===== config.mk =====
export PLATFORM = sky130hd
export DESIGN_NAME = sorted_alarm_time_table
export DESIGN_NICKNAME = d
export VERILOG_FILES = /design/src/hw/rtl/sat_pkg.sv /design/src/hw/rtl/sorted_alarm_time_table.sv /design/src/hw/rtl/sat_mem.sv /design/src/hw/rtl/sat_ctrl.sv
export SDC_FILE = /design/constraint.sdc
export NUM_CORES = 1
export LEC_CHECK = 0
export ABC_AREA = 0
export BUFFER_PORTS_ARGS = -buffer_cell sky130_fd_sc_hd__buf_2
export CAP_MARGIN = 20
export CORE_MARGIN = 2
export CORE_UTILIZATION = 61
export CTS_BUF_LIST = sky130_fd_sc_hd__clkbuf_16
export CTS_CLUSTER_DIAMETER = 120
export DETAILED_ROUTE_END_ITERATION = 10
export GPL_ROUTABILITY_DRIVEN = 0
export PLACE_DENSITY = 0.79
export SLEW_MARGIN = 20
export SYNTH_ARGS = -nofsm -noshare
export SYNTH_HDL_FRONTEND = slang
export SYNTH_SLANG_ARGS = --single-unit

===== constraint.sdc =====
create_clock -name clk -period 4.1 [get_ports clk]
set_clock_uncertainty 0.2 [all_clocks]
set_input_delay 0.82 -clock clk [delete_from_list [all_inputs] [get_ports clk]]
set_output_delay 0.82 -clock clk [all_outputs]
set_load 0.01 [all_outputs]

===== src/hw/rtl/sat_pkg.sv =====
package sat_pkg;

    // table geometry
    localparam int MAX_ALARMS = 16;
    localparam int ADDR_W     = (MAX_ALARMS > 1) ? $clog2(MAX_ALARMS) : 1;
    localparam int CNT_W      = $clog2(MAX_ALARMS + 1);

    // field widths
    localparam int KIND_W   = 2;
    localparam int HOUR_W   = 5;
    localparam int MINUTE_W = 6;
    localparam int SECOND_W = 6;
    localparam int SLOT_W   = 4;
    localparam int COUNT_W  = 5;
    localparam int STATUS_W = 2;
    localparam int KEY_W    = HOUR_W + MINUTE_W;

    // request kinds
    typedef enum logic [KIND_W-1:0] {
        KIND_CHECK  = 2'd0,
        KIND_INSERT = 2'd1,
        KIND_DELETE = 2'd2,
        KIND_READ   = 2'd3
    } kind_t;

    // result status codes
    typedef enum logic [STATUS_W-1:0] {
        STAT_OK        = 2'd0,
        STAT_DUP       = 2'd1,
        STAT_FULL      = 2'd2,
        STAT_BAD_INDEX = 2'd3
    } status_t;

    // one access to the entry memory
    typedef struct packed {
        logic              we;
        logic [ADDR_W-1:0] waddr;
        logic [KEY_W-1:0]  wdata;
        logic              re;
        logic [ADDR_W-1:0] raddr;
    } mem_req_t;

    // one finished result from the sequencer
    typedef struct packed {
        logic                valid;
        logic                fire;
        logic [COUNT_W-1:0]  alarm_count;
        status_t             status;
        logic [HOUR_W-1:0]   entry_hour;
        logic [MINUTE_W-1:0] entry_minute;
    } result_t;

endpackage


===== src/hw/rtl/sorted_alarm_time_table.sv =====
// channel | dir | handshake          | payload
// s_*     | in  | s_tvalid/s_tready  | s_tuser kind, s_tdata hour, minute, second, slot
// m_*     | out | m_tvalid/m_tready  | m_tdata fire, alarm_count, status, entry_hour, entry_minute
//
// one request at a time: time check and insert first search the table, a read and a
// compare per stored entry, an insert then moves larger entries up; delete moves
// entries down; read fetches the addressed entry; all through the entry memory
// with its registered read port
// reset clears the sequencer state, the alarm count and the output valid; entry memory contents are never cleared
// a finished result waits in the output register while the next request is taken in
module sorted_alarm_time_table
(
    input  logic        clk,
    input  logic        rst_n,
    input  logic        s_tvalid,
    output logic        s_tready,
    input  logic [23:0] s_tdata,   // hour[4:0], minute[10:5], second[16:11], slot[20:17]
    input  logic [1:0]  s_tuser,   // kind[1:0]
    output logic        m_tvalid,
    input  logic        m_tready,
    output logic [23:0] m_tdata    // fire[0], alarm_count[5:1], status[7:6],
                                   // entry_hour[12:8], entry_minute[18:13]
);

    sat_pkg::mem_req_t                 mem_req;
    logic [sat_pkg::KEY_W-1:0]         mem_rdata;
    sat_pkg::result_t                  result;
    logic                              result_take;
    logic [sat_pkg::KEY_W-1:0]         in_key;
    logic                              out_valid_reg;
    logic [23:0]                       out_data_reg;

    // request unpacking, key is {hour, minute}
    assign in_key = {s_tdata[4:0], s_tdata[10:5]};

    sat_ctrl u_ctrl
    (
        .clk         (clk),
        .rst_n       (rst_n),
        .in_valid    (s_tvalid),
        .in_ready    (s_tready),
        .in_kind     (sat_pkg::kind_t'(s_tuser)),
        .in_key      (in_key),
        .in_second   (s_tdata[16:11]),
        .in_slot     (s_tdata[20:17]),
        .mem_req     (mem_req),
        .mem_rdata   (mem_rdata),
        .result      (result),
        .result_take (result_take)
    );

    sat_mem u_mem
    (
        .clk   (clk),
        .req   (mem_req),
        .rdata (mem_rdata)
    );

    // output register
    assign result_take = result.valid && (!out_valid_reg || m_tready);

    always_ff @(posedge clk or negedge rst_n)
    begin
        if (!rst_n)
        begin
            out_valid_reg <= 1'b0;
        end
        else if (result_take)
        begin
            out_valid_reg <= 1'b1;
        end
        else if (m_tready)
        begin
            out_valid_reg <= 1'b0;
        end
    end

    always_ff @(posedge clk)
    begin
        if (result_take)
        begin
            out_data_reg <= {5'b0, result.entry_minute, result.entry_hour, result.status,
                             result.alarm_count, result.fire};
        end
    end

    assign m_tvalid = out_valid_reg;
    assign m_tdata  = out_data_reg;

endmodule


===== src/hw/rtl/sat_mem.sv =====
module sat_mem
(
    input  logic                         clk,
    input  sat_pkg::mem_req_t            req,
    output logic [sat_pkg::KEY_W-1:0]    rdata
);

    logic [sat_pkg::KEY_W-1:0] mem [sat_pkg::MAX_ALARMS];
    logic [sat_pkg::KEY_W-1:0] rdata_reg;

    // write port
    always_ff @(posedge clk)
    begin
        if (req.we)
        begin
            mem[req.waddr] <= req.wdata;
        end
    end

    // registered read port
    always_ff @(posedge clk)
    begin
        if (req.re)
        begin
            rdata_reg <= mem[req.raddr];
        end
    end

    assign rdata = rdata_reg;

endmodule


===== src/hw/rtl/sat_ctrl.sv =====
module sat_ctrl
(
    input  logic                           clk,
    input  logic                           rst_n,
    // request side
    input  logic                           in_valid,
    output logic                           in_ready,
    input  sat_pkg::kind_t                 in_kind,
    input  logic [sat_pkg::KEY_W-1:0]      in_key,
    input  logic [sat_pkg::SECOND_W-1:0]   in_second,
    input  logic [sat_pkg::SLOT_W-1:0]     in_slot,
    // memory side
    output sat_pkg::mem_req_t              mem_req,
    input  logic [sat_pkg::KEY_W-1:0]      mem_rdata,
    // result side
    output sat_pkg::result_t               result,
    input  logic                           result_take
);

    typedef enum logic [8:0] {
        ST_IDLE     = 9'b000000001,
        ST_SCAN_RD  = 9'b000000010,
        ST_SCAN_CMP = 9'b000000100,
        ST_INS_RD   = 9'b000001000,
        ST_INS_WR   = 9'b000010000,
        ST_DEL_RD   = 9'b000100000,
        ST_DEL_WR   = 9'b001000000,
        ST_RD_WAIT  = 9'b010000000,
        ST_FINISH   = 9'b100000000
    } state_t;

    state_t                          state_reg, state_next;
    logic [sat_pkg::CNT_W-1:0]       total_reg, total_next;
    logic [sat_pkg::CNT_W-1:0]       idx_reg, idx_next;
    logic [sat_pkg::ADDR_W-1:0]      ptr_reg, ptr_next;
    logic                            found_reg, found_next;
    sat_pkg::kind_t                  kind_reg, kind_next;
    logic [sat_pkg::KEY_W-1:0]       key_reg, key_next;
    logic                            sec_zero_reg, sec_zero_next;
    logic                            fire_reg, fire_next;
    sat_pkg::status_t                status_reg, status_next;
    logic [sat_pkg::KEY_W-1:0]       entry_reg, entry_next;
    logic [sat_pkg::CNT_W-1:0]       slot_ext;
    logic [sat_pkg::CNT_W-1:0]       ptr_ext;

    assign slot_ext = sat_pkg::CNT_W'(in_slot);
    assign ptr_ext  = sat_pkg::CNT_W'(ptr_reg);

    // sequencer
    always_comb
    begin
        state_next    = state_reg;
        total_next    = total_reg;
        idx_next      = idx_reg;
        ptr_next      = ptr_reg;
        found_next    = found_reg;
        kind_next     = kind_reg;
        key_next      = key_reg;
        sec_zero_next = sec_zero_reg;
        fire_next     = fire_reg;
        status_next   = status_reg;
        entry_next    = entry_reg;
        mem_req       = '0;

        unique case (state_reg)
            ST_IDLE:
            begin
                if (in_valid)
                begin
                    kind_next     = in_kind;
                    key_next      = in_key;
                    sec_zero_next = (in_second == '0);
                    fire_next     = 1'b0;
                    status_next   = sat_pkg::STAT_OK;
                    entry_next    = '0;
                    idx_next      = '0;
                    found_next    = 1'b0;
                    ptr_next      = sat_pkg::ADDR_W'(in_slot);
                    case (in_kind) inside
                        sat_pkg::KIND_CHECK, sat_pkg::KIND_INSERT:
                        begin
                            state_next = ST_SCAN_RD;
                        end
                        default:
                        begin
                            if (slot_ext >= total_reg)
                            begin
                                status_next = sat_pkg::STAT_BAD_INDEX;
                                state_next  = ST_FINISH;
                            end
                            else if (in_kind == sat_pkg::KIND_DELETE)
                            begin
                                state_next = ST_DEL_RD;
                            end
                            else
                            begin
                                mem_req.re    = 1'b1;
                                mem_req.raddr = sat_pkg::ADDR_W'(in_slot);
                                state_next    = ST_RD_WAIT;
                            end
                        end
                    endcase
                end
            end

            // linear search for the key over the stored entries
            ST_SCAN_RD:
            begin
                if (idx_reg >= total_reg)
                begin
                    if (kind_reg == sat_pkg::KIND_CHECK)
                    begin
                        fire_next  = sec_zero_reg & found_reg;
                        state_next = ST_FINISH;
                    end
                    else if (found_reg)
                    begin
                        status_next = sat_pkg::STAT_DUP;
                        state_next  = ST_FINISH;
                    end
                    else if (total_reg >= sat_pkg::CNT_W'(sat_pkg::MAX_ALARMS))
                    begin
                        status_next = sat_pkg::STAT_FULL;
                        state_next  = ST_FINISH;
                    end
                    else
                    begin
                        ptr_next   = sat_pkg::ADDR_W'(total_reg);
                        state_next = ST_INS_RD;
                    end
                end
                else
                begin
                    mem_req.re    = 1'b1;
                    mem_req.raddr = idx_reg[sat_pkg::ADDR_W-1:0];
                    state_next    = ST_SCAN_CMP;
                end
            end

            ST_SCAN_CMP:
            begin
                if (mem_rdata == key_reg)
                begin
                    found_next = 1'b1;
                end
                idx_next   = idx_reg + 1'b1;
                state_next = ST_SCAN_RD;
            end

            // shift larger entries up, walking down from the top
            ST_INS_RD:
            begin
                if (ptr_reg == '0)
                begin
                    mem_req.we    = 1'b1;
                    mem_req.waddr = '0;
                    mem_req.wdata = key_reg;
                    total_next    = total_reg + 1'b1;
                    state_next    = ST_FINISH;
                end
                else
                begin
                    mem_req.re    = 1'b1;
                    mem_req.raddr = ptr_reg - 1'b1;
                    state_next    = ST_INS_WR;
                end
            end

            ST_INS_WR:
            begin
                mem_req.we    = 1'b1;
                mem_req.waddr = ptr_reg;
                if (mem_rdata > key_reg)
                begin
                    mem_req.wdata = mem_rdata;
                    ptr_next      = ptr_reg - 1'b1;
                    state_next    = ST_INS_RD;
                end
                else
                begin
                    mem_req.wdata = key_reg;
                    total_next    = total_reg + 1'b1;
                    state_next    = ST_FINISH;
                end
            end

            // close the gap, walking up from the deleted slot
            ST_DEL_RD:
            begin
                if ((ptr_ext + 1'b1) >= total_reg)
                begin
                    total_next = total_reg - 1'b1;
                    state_next = ST_FINISH;
                end
                else
                begin
                    mem_req.re    = 1'b1;
                    mem_req.raddr = ptr_reg + 1'b1;
                    state_next    = ST_DEL_WR;
                end
            end

            ST_DEL_WR:
            begin
                mem_req.we    = 1'b1;
                mem_req.waddr = ptr_reg;
                mem_req.wdata = mem_rdata;
                ptr_next      = ptr_reg + 1'b1;
                state_next    = ST_DEL_RD;
            end

            ST_RD_WAIT:
            begin
                entry_next = mem_rdata;
                state_next = ST_FINISH;
            end

            ST_FINISH:
            begin
                if (result_take)
                begin
                    state_next = ST_IDLE;
                end
            end

            default:
            begin
                state_next = ST_IDLE;
            end
        endcase
    end

    // control state
    always_ff @(posedge clk or negedge rst_n)
    begin
        if (!rst_n)
        begin
            state_reg <= ST_IDLE;
            total_reg <= '0;
        end
        else
        begin
            state_reg <= state_next;
            total_reg <= total_next;
        end
    end

    // working registers
    always_ff @(posedge clk)
    begin
        idx_reg      <= idx_next;
        ptr_reg      <= ptr_next;
        found_reg    <= found_next;
        kind_reg     <= kind_next;
        key_reg      <= key_next;
        sec_zero_reg <= sec_zero_next;
        fire_reg     <= fire_next;
        status_reg   <= status_next;
        entry_reg    <= entry_next;
    end

    // outputs
    assign in_ready            = (state_reg == ST_IDLE);
    assign result.valid        = (state_reg == ST_FINISH);
    assign result.fire         = fire_reg;
    assign result.alarm_count  = sat_pkg::COUNT_W'(total_reg);
    assign result.status       = status_reg;
    assign result.entry_hour   = entry_reg[sat_pkg::KEY_W-1:sat_pkg::MINUTE_W];
    assign result.entry_minute = entry_reg[sat_pkg::MINUTE_W-1:0];

    // checks
    a_total_bound: assert property (@(posedge clk) disable iff (!rst_n)
        total_reg <= sat_pkg::CNT_W'(sat_pkg::MAX_ALARMS))
        else $error("alarm count above table size");

    a_no_rw_overlap: assert property (@(posedge clk) disable iff (!rst_n)
        !(mem_req.we && mem_req.re))
        else $error("memory read and write in the same cycle");

    a_total_at_finish: assert property (@(posedge clk) disable iff (!rst_n)
        (total_reg != $past(total_reg)) |-> (state_reg == ST_FINISH))
        else $error("alarm count changed outside completion");

    a_fire_only_check: assert property (@(posedge clk) disable iff (!rst_n)
        (result.valid && fire_reg) |-> (kind_reg == sat_pkg::KIND_CHECK))
        else $error("fire raised for a request other than a time check");

endmodule


==> run_results.csv, run 1 <==
group,metric,value,unit
synthesis,synth_largest_area_cell,"edfxtp_1",
grt,antenna_found_initial,0,
final_layout,num-fill-cells,1107,
pwr,report.power.total,0.00692,W
synthesis,synthTopCellsByCount,"edfxtp_1 (244), mux2i_1 (91), o22ai_1 (44)",
grt,grt_pass1_wl,38100,um
synthesis,synth_seq_cells,259,
grt,grt_max_degree,27,
sta,finalCritPeriodShare,98.5,%
final_layout,largest_register_ffs,176,
sta,hold_violations,0,
sta,relSlewSlack,27.6,%
drt,drt-initial-drc-count,647,
synthesis,yosysSeqAreaShare,68.2,%
critical_path,worst_setup_path_end_kind,"flop",
clocking,cts.sinks,259,
synthesis,synthAdderAreaFrac,3.61,%
run_status,status,"finished, violations left",
synthesis,synth_enable_flop_cells,244,
drt,vias,6909,
critical_path,regToRegEndpoint,"u_mem.rdata[2]$_DFFE_PP_",
critical_path,reg2reg_depth,13,
floorplanning,die_area,19600,sq um
critical_path,crit_path_max_incr_delay,0.59,ns
drt,drc,8,
worst_hold_path,hold_end,"m_tdata[12]$_DFFE_PP_",
sta,worst_pin_slew,1.09,ns
flow_run,max-cap-violations,0,
synthesis,synth.area.top_cells,"edfxtp_1 (65%), mux2i_1 (8.1%), ha_1 (3.4%), dfrtp_1 (3.1%), o22ai_1 (2.4%)",
floorplanning,core.rowCount,49,
clocking,cts_tree,"built",
placement,dp_cells,1028,
synthesis,yosysWarnings,0,
critical_path,r2r-start,"u_ctrl.ptr_reg[0]$_DFFE_PP_",
synthesis,synth_compound_area_share,8.17,%
placement,dp_hpwl,16500,um
final_layout,antennaDiodeCount,0,
synthesis,synth_flop_cell,"edfxtp_1",
critical_path,path_buf_inv,3,
pwr,powerDensity,538,nW/um^2
drt,drt_wl_total,25100,um
final_layout,final_layout_size_suffix_gt1_share,18.8,%
grt,overflow,0,
synthesis,synth-simple-area-share,8.00,%
final_layout,fin_nets,893,
final_layout,final_cells,1078,
critical_path,crit_path_max_fanout,9,
sta,max_freq,248,MHz
synthesis,synth_area_per_cell,15.2,sq um
grt,grt_usage,25.4,%
drt,vias_per_cell,6.41,
synthesis,netlist_area,11300,sq um
clocking,clock_path_buffers,3,
drt,dr.pass1.iters,9,
worst_hold_path,min_path_type,"reg -> reg",
clocking,cts-root-buf,"clkbuf_16",
floorplanning,start_util,62.5,%
run_status,violations,"design-rule violations",
critical_path,crit_slowest_cell,"or4_1",
critical_path,cp_top_family,"compound AO/OA/AOI/OAI gates",
drt,wl_per_cell,23.3,um
final_layout,utilization,71.1,%
grt,grt_pass1_vias,6911,
synthesis,syn_inst,743,
critical_path,r2r_setup_slack,0.06,ns
clocking,clk_latency,0.52,ns
clocking,htreeDepth,1,
sta,finalSetupViolations,0,
critical_path,path_class,"reg -> reg",
final_layout,regArea,7700,sq um
floorplanning,die_w,140,um
final_layout,largest-register,"u_mem.mem",
synthesis,synth_mux_area_share,8.16,%
floorplanning,ios,56,
synthesis,netlist.area_leader.share,64.8,%
worst_hold_path,hp-start,"u_ctrl.entry_reg[10]$_SDFFCE_PN0P_",
floorplanning,dieHeight,140,um
synthesis,synth_top_family_by_area,"compound AO/OA/AOI/OAI gates",
pwr,ir_worst_vdd,365,uV
synthesis,synth_most_common_cell,"edfxtp_1",
drt,ant_nets,0,
placement,numPortBuffers,47,
synthesis,synth_cell_types,68,
critical_path,startpoint_type,"flop",
sta,final-max-slew-violation-count,0,
final_layout,multi_input_area,3330,sq um
sta,period_needed,4.04,ns
critical_path,path_cells,"ha_2 -> buf_4 -> and3_1 -> ha_1 -> a21o_1 -> a311o_4 -> a21oi_2 -> a211o_4 -> buf_12 -> buf_6 -> mux2i_1 -> o22ai_1 -> or4_1",
worst_hold_path,worstHoldPathCells,0,
pwr,p_leak,4.25,nW
floorplanning,core-area,18100,sq um
final_layout,synthToLayoutAreaGrowth,13.8,%
synthesis,async_flop_share,5.79,%
clocking,clk_pin_slew,0.06,ns
critical_path,cp.required,4.14,ns
clocking,cts_buffers,26,
critical_path,arrival,4.08,ns
synthesis,yosys.area_share.xor_xnor,0.852,%
[layout by cell type (no fill, tap or decap), drive strengths merged, types with 3 or more instances in the layout]
cell and count:
a21o 4, a21oi 20, a221o 5, a221oi 3, a22o 12, a31oi 3
and2 14, and3 5, buf 88, clkbuf 28, clkinv 11, conb 5
dfrtp 14, edfxtp 244, ha 31, inv 38, mux2i 91, nand2 29
nand3 20, nor2 39, nor2b 5, nor3 7, nor3b 4, o21ai 20
o221ai 4, o22ai 44, or3 3, or4 14, xnor2 7, xor2 4
[through the flow]
step	setup TNS, ns	area [sq um]	hold WS (ns)	setup WS, ns
floorplan	0	11300	0.200	0.463
global placement	0	12000	0.203	0.0340
detailed placement	-0.0135	12000	0.205	-0.0118
CTS	0	12800	0.219	0.0239
global route	-0.0429	12900	0.231	-0.0153
finish	0	12900	0.217	0.0599
[how the worst max path moves through the flow]
stage,start,end,slack [ns],cells after the start
6_report,u_ctrl.ptr_reg[0]$_DFFE_PP_,u_mem.rdata[2]$_DFFE_PP_,0.06,13
2_1_floorplan,u_ctrl.ptr_reg[0]$_DFFE_PP_,u_mem.rdata[0]$_DFFE_PP_,0.46,13
5_1_grt,u_ctrl.ptr_reg[0]$_DFFE_PP_,u_mem.rdata[7]$_DFFE_PP_,-0.02,13
3_3_place_gp,s_tdata[17],u_mem.rdata[5]$_DFFE_PP_,0.03,13
3_5_place_dp,s_tdata[17],u_mem.rdata[5]$_DFFE_PP_,-0.01,13
4_1_cts,u_ctrl.ptr_reg[0]$_DFFE_PP_,u_mem.rdata[8]$_DFFE_PP_,0.02,12
[layer usage]
layer  wire length [um]  track usage (%)  up-vias
met1              10100             34.6     3408
li1                   -                -     3065
met2              12100             41.8      363
met5                  0                0        -
met4                761             8.67        0
met3               2110             4.65       73
[area by class of cell]
cell class                 count  share of cell area [%]
tap                          229                    2.23
sequential                   259                    59.9
multi-input combinational    423                    25.9
timing repair buffer          90                    5.20
clock buffer                  27                    5.25
inverter                      31                   0.924
clock inverter                19                   0.651
[what timing repair did]
action,CTS,global route
hold endpoints to repair,14,0
resized for setup,1,10
setup buffers,0,2
gates cloned,0,1
setup endpoints to repair,1,11
hold buffers,1,0
[cells by family (layout without fill, tap and decap cells)]
family / count (synthesis) / after routing
buf+inv: 65 / 167
flops: 259 / 259
other cells: 1 / 5
mux: 92 / 92
compound gates: 131 / 131
simple gates: 152 / 152
fa+ha+maj: 32 / 32
xor+xnor: 11 / 11
[worst register-to-register path, stage by stage (launching register included)]
cell and delay, ns:
edfxtp_1 0.45, ha_2 0.25, buf_4 0.15, and3_1 0.19, ha_1 0.32, a21o_1 0.20, a311o_4 0.40, a21oi_2 0.15
a211o_4 0.18, buf_12 0.17, buf_6 0.18, mux2i_1 0.22, o22ai_1 0.10, or4_1 0.59
[power breakdown]
group | internal, W | leakage, nW | switching [W]
Sequential | 0.00317 | 2.08 | 0.000150
Combinational | 0.000576 | 1.78 | 0.000923
Clock | 0.00118 | 0.397 | 0.000929
(Power assumes the default switching activity.)
==> run 2: changes to the inputs <==
Settings changed: REMOVE_ABC_BUFFERS set to 1, SYNTH_HIERARCHICAL set to 1.
==> run 2 against run 1 <==
  * The run now ends clean
  * Synthesized cell count is 9.6% lower
  * Core utilization is 0.084 points lower
  * Clock power is 14% higher
  * Die area is 0.79% lower
  * Sequential cell count stayed put
  * Total power is 1.8% higher
  * Register-to-register slack better by 0.07 ns
  * Area after synthesis is 0.82% lower
  * Worst setup slack better by 0.071 ns
  * Largest cell class unchanged
  * Largest power group unchanged
  * Highest routed layer unchanged
==> run_results.csv, run 2 <==
group,metric,value,unit
pwr,p_leak,4.14,nW
drt,dr.pass1.iters,5,
sta,fin_setup_tns,0,ns
pwr,ir_worst_vdd,509,uV
drt,wl_per_cell,24.8,um
grt,antenna_found_initial,0,
drt,vias,6655,
critical_path,cp.required,4.17,ns
synthesis,synth_most_common_cell,"edfxtp_1",
synthesis,yosysWarnings,6,
drt,vias_per_cell,6.61,
drt,ant_nets,0,
final_layout,largest-register,"u_mem/mem",
critical_path,crit_path_max_fanout,12,
flow_run,max-cap-violations,0,
critical_path,reg2reg_depth,14,
floorplanning,dieHeight,140,um
final_layout,synthToLayoutAreaGrowth,14.3,%
placement,numPortBuffers,47,
synthesis,synth_enable_flop_cells,244,
drt,drt-initial-drc-count,833,
sta,fin_ws,0.131,ns
floorplanning,ios,56,
critical_path,r2r_setup_slack,0.13,ns
clocking,clock_path_buffers,3,
sta,final-max-slew-violation-count,0,
sta,hold_violations,0,
synthesis,synth_area_per_cell,16.7,sq um
clocking,clk_latency,0.53,ns
drt,drt_wl_total,25000,um
grt,grt_max_degree,36,
drt,drc,0,
pwr,switchingPower,0.00194,W
critical_path,path_class,"reg -> reg",
critical_path,crit_slowest_cell,"mux4_2",
clocking,cts.sinks,259,
sta,finalSetupViolations,0,
pwr,pwr-share-comb,18.5,%
sta,period_needed,3.97,ns
critical_path,crit_path_max_incr_delay,0.53,ns
final_layout,fin_nets,822,
synthesis,netlist.area_leader.share,65.4,%
final_layout,largest_register_ffs,176,
floorplanning,core.rowCount,49,
final_layout,layout_common_cells,"edfxtp_1 (244), buf_2 (47), inv_1 (34), nand2_1 (34), nor2_1 (32)",
floorplanning,die_area,19500,sq um
synthesis,syn_inst,672,
synthesis,synth_flop_cell,"edfxtp_1",
worst_hold_path,worstHoldPathCells,0,
grt,grt_pass1_vias,6666,
critical_path,worst_setup_path_end_kind,"flop",
critical_path,r2r-start,"u_ctrl/ptr_reg[1]$_DFFE_PP_",
final_layout,final_layout_size_suffix_gt1_share,22.5,%
worst_hold_path,min_path_type,"reg -> reg",
synthesis,synth_seq_cells,259,
synthesis,synth_largest_area_cell,"edfxtp_1",
floorplanning,start_util,62.2,%
sta,max_freq,252,MHz
pwr,sw_frac_of_total,27.5,%
grt,grt_usage,26.0,%
placement,dp_hpwl,15900,um
critical_path,path_cells,"inv_1 -> ha_2 -> ha_1 -> o211ai_1 -> o21ai_1 -> a211oi_4 -> nor2_1 -> nor2_1 -> a221o_2 -> buf_4 -> clkbuf_16 -> mux4_2 -> a22oi_1 -> nand2_1",
floorplanning,die_w,140,um
pwr,p_int,0.00511,W
synthesis,synthTopCellsByCount,"edfxtp_1 (244), nand2_1 (34), nor2_1 (33)",
sta,finalCritPeriodShare,96.8,%
pwr,powerDensity,550,nW/um^2
clocking,cts_tree,"built",
critical_path,path_common_cell,"nor2_1",
worst_hold_path,hp-start,"u_ctrl/entry_reg[5]$_SDFFCE_PN0P_",
synthesis,synth_cell_types,70,
synthesis,synth.area.top_cells,"edfxtp_1 (65%), mux4_2 (5.6%), mux4_1 (3.8%), ha_1 (3.6%), dfrtp_1 (3.1%)",
synthesis,netlist_area,11200,sq um
sta,worst_pin_slew,0.778,ns
grt,overflow,0,
final_layout,antennaDiodeCount,0,
clocking,cts-root-buf,"clkbuf_16",
pwr,clock_power_share,34.2,%
grt,grt_pass1_wl,39000,um
critical_path,cp-startpoint,"u_ctrl/ptr_reg[1]$_DFFE_PP_",
worst_hold_path,hold_end,"m_tdata[18]$_DFFE_PP_",
clocking,htreeDepth,1,
critical_path,regToRegEndpoint,"u_mem/rdata[0]$_DFFE_PP_",
clocking,clk_pin_slew,0.06,ns
critical_path,arrival,4.04,ns
placement,place_ws,0.0581,ns
clocking,cts_buffers,26,
critical_path,startpoint_type,"flop",
sta,relSlewSlack,47.7,%
floorplanning,core-area,18000,sq um
run_status,status,"complete, no violations",
final_layout,layout_commonest_cell,"edfxtp_1",
synthesis,async_flop_share,5.79,%
synthesis,yosysSeqAreaShare,68.7,%
pwr,sequentialPowerShare,47.4,%
==> run 2: changes by cell type in the layout (fill, tap and decap cells not counted), sizes merged, moves of 12 or more <==
cell,change
mux2i,-90
mux4,+44
o22ai,-41
a22oi,+21
and3,+12
or4,-12
==> run 2: worst max path at each step <==
stage                                     to  slack [ns]  depth (start not counted)
floorplan           u_mem/rdata[0]$_DFFE_PP_       -0.81                         11
global placement    u_mem/rdata[0]$_DFFE_PP_        0.08                         13
detailed placement  u_mem/rdata[0]$_DFFE_PP_        0.06                         13
CTS                 u_mem/rdata[6]$_DFFE_PP_       0.009                         12
global route        u_mem/rdata[4]$_DFFE_PP_       -0.02                         15
finish              u_mem/rdata[0]$_DFFE_PP_        0.13                         14
==> run 2: logic make-up after synthesis <==
family,share of synthesized area [%]
xor+xnor,1.17
fa+ha+maj,3.75
buf+inv,2.71
compound gates,6.59
mux,9.47
other cells,0.0335
flops,68.7
simple gates,7.56
==> run 2: layer usage <==
metal / global-route usage (%) / routed length, um
met3: 4.30 / 2330
met4: 7.26 / 650
met2: 44.1 / 12400
met5: 0 / 0
met1: 35.7 / 9600
==> run 2: area by class of cell <==
type,instances,area [sq um]
timing repair buffer,84,596
tap,229,287
inverter,30,113
clock inverter,20,205
fill,1062,5220
multi-input combinational,358,3230
sequential,259,7700
clock buffer,27,676
==> run 2: power by group through the flow <==
| stage | registers [W] | logic [W] | clock network [W] |
|---|---|---|---|
| global route | 0.00335 | 0.00143 | 0.00254 |
| global placement | 0.00337 | 0.00112 | 0 |
| CTS | 0.00333 | 0.00123 | 0.00244 |
| detailed placement | 0.00338 | 0.00121 | 0 |
| floorplan | 0.00334 | 0.000811 | 0 |
| finish | 0.00334 | 0.00130 | 0.00241 |
==> run 2: critical path: cells and delay by family, from the launching register on <==
kind | cells | cell delay (ns)
compound gates | 5 | 1.05
fa+ha+maj | 2 | 0.63
mux | 1 | 0.53
buf+inv | 3 | 0.52
flops | 1 | 0.49
simple gates | 3 | 0.29
==> run 2: timing repair <==
item	4_1_cts	5_1_grt
hold endpoints to repair	14	0
setup endpoints to repair	0	11
hold buffers	1	0
buffers inserted	0	5
resized for setup	0	5
==> run 2: per-stage QoR <==
step	utilization [%]	hold WS, ns	area (sq um)	cells	power, W
after global routing	71.1	0.226	12800	1007	0.00732
after global placement	65.7	0.201	11800	953	0.00449
after detailed placement	65.7	0.205	11800	953	0.00459
after floorplan	-	0.200	11000	647	0.00415
final	71.1	0.221	12800	1007	0.00705
after CTS	70.7	0.222	12700	1001	0.00700
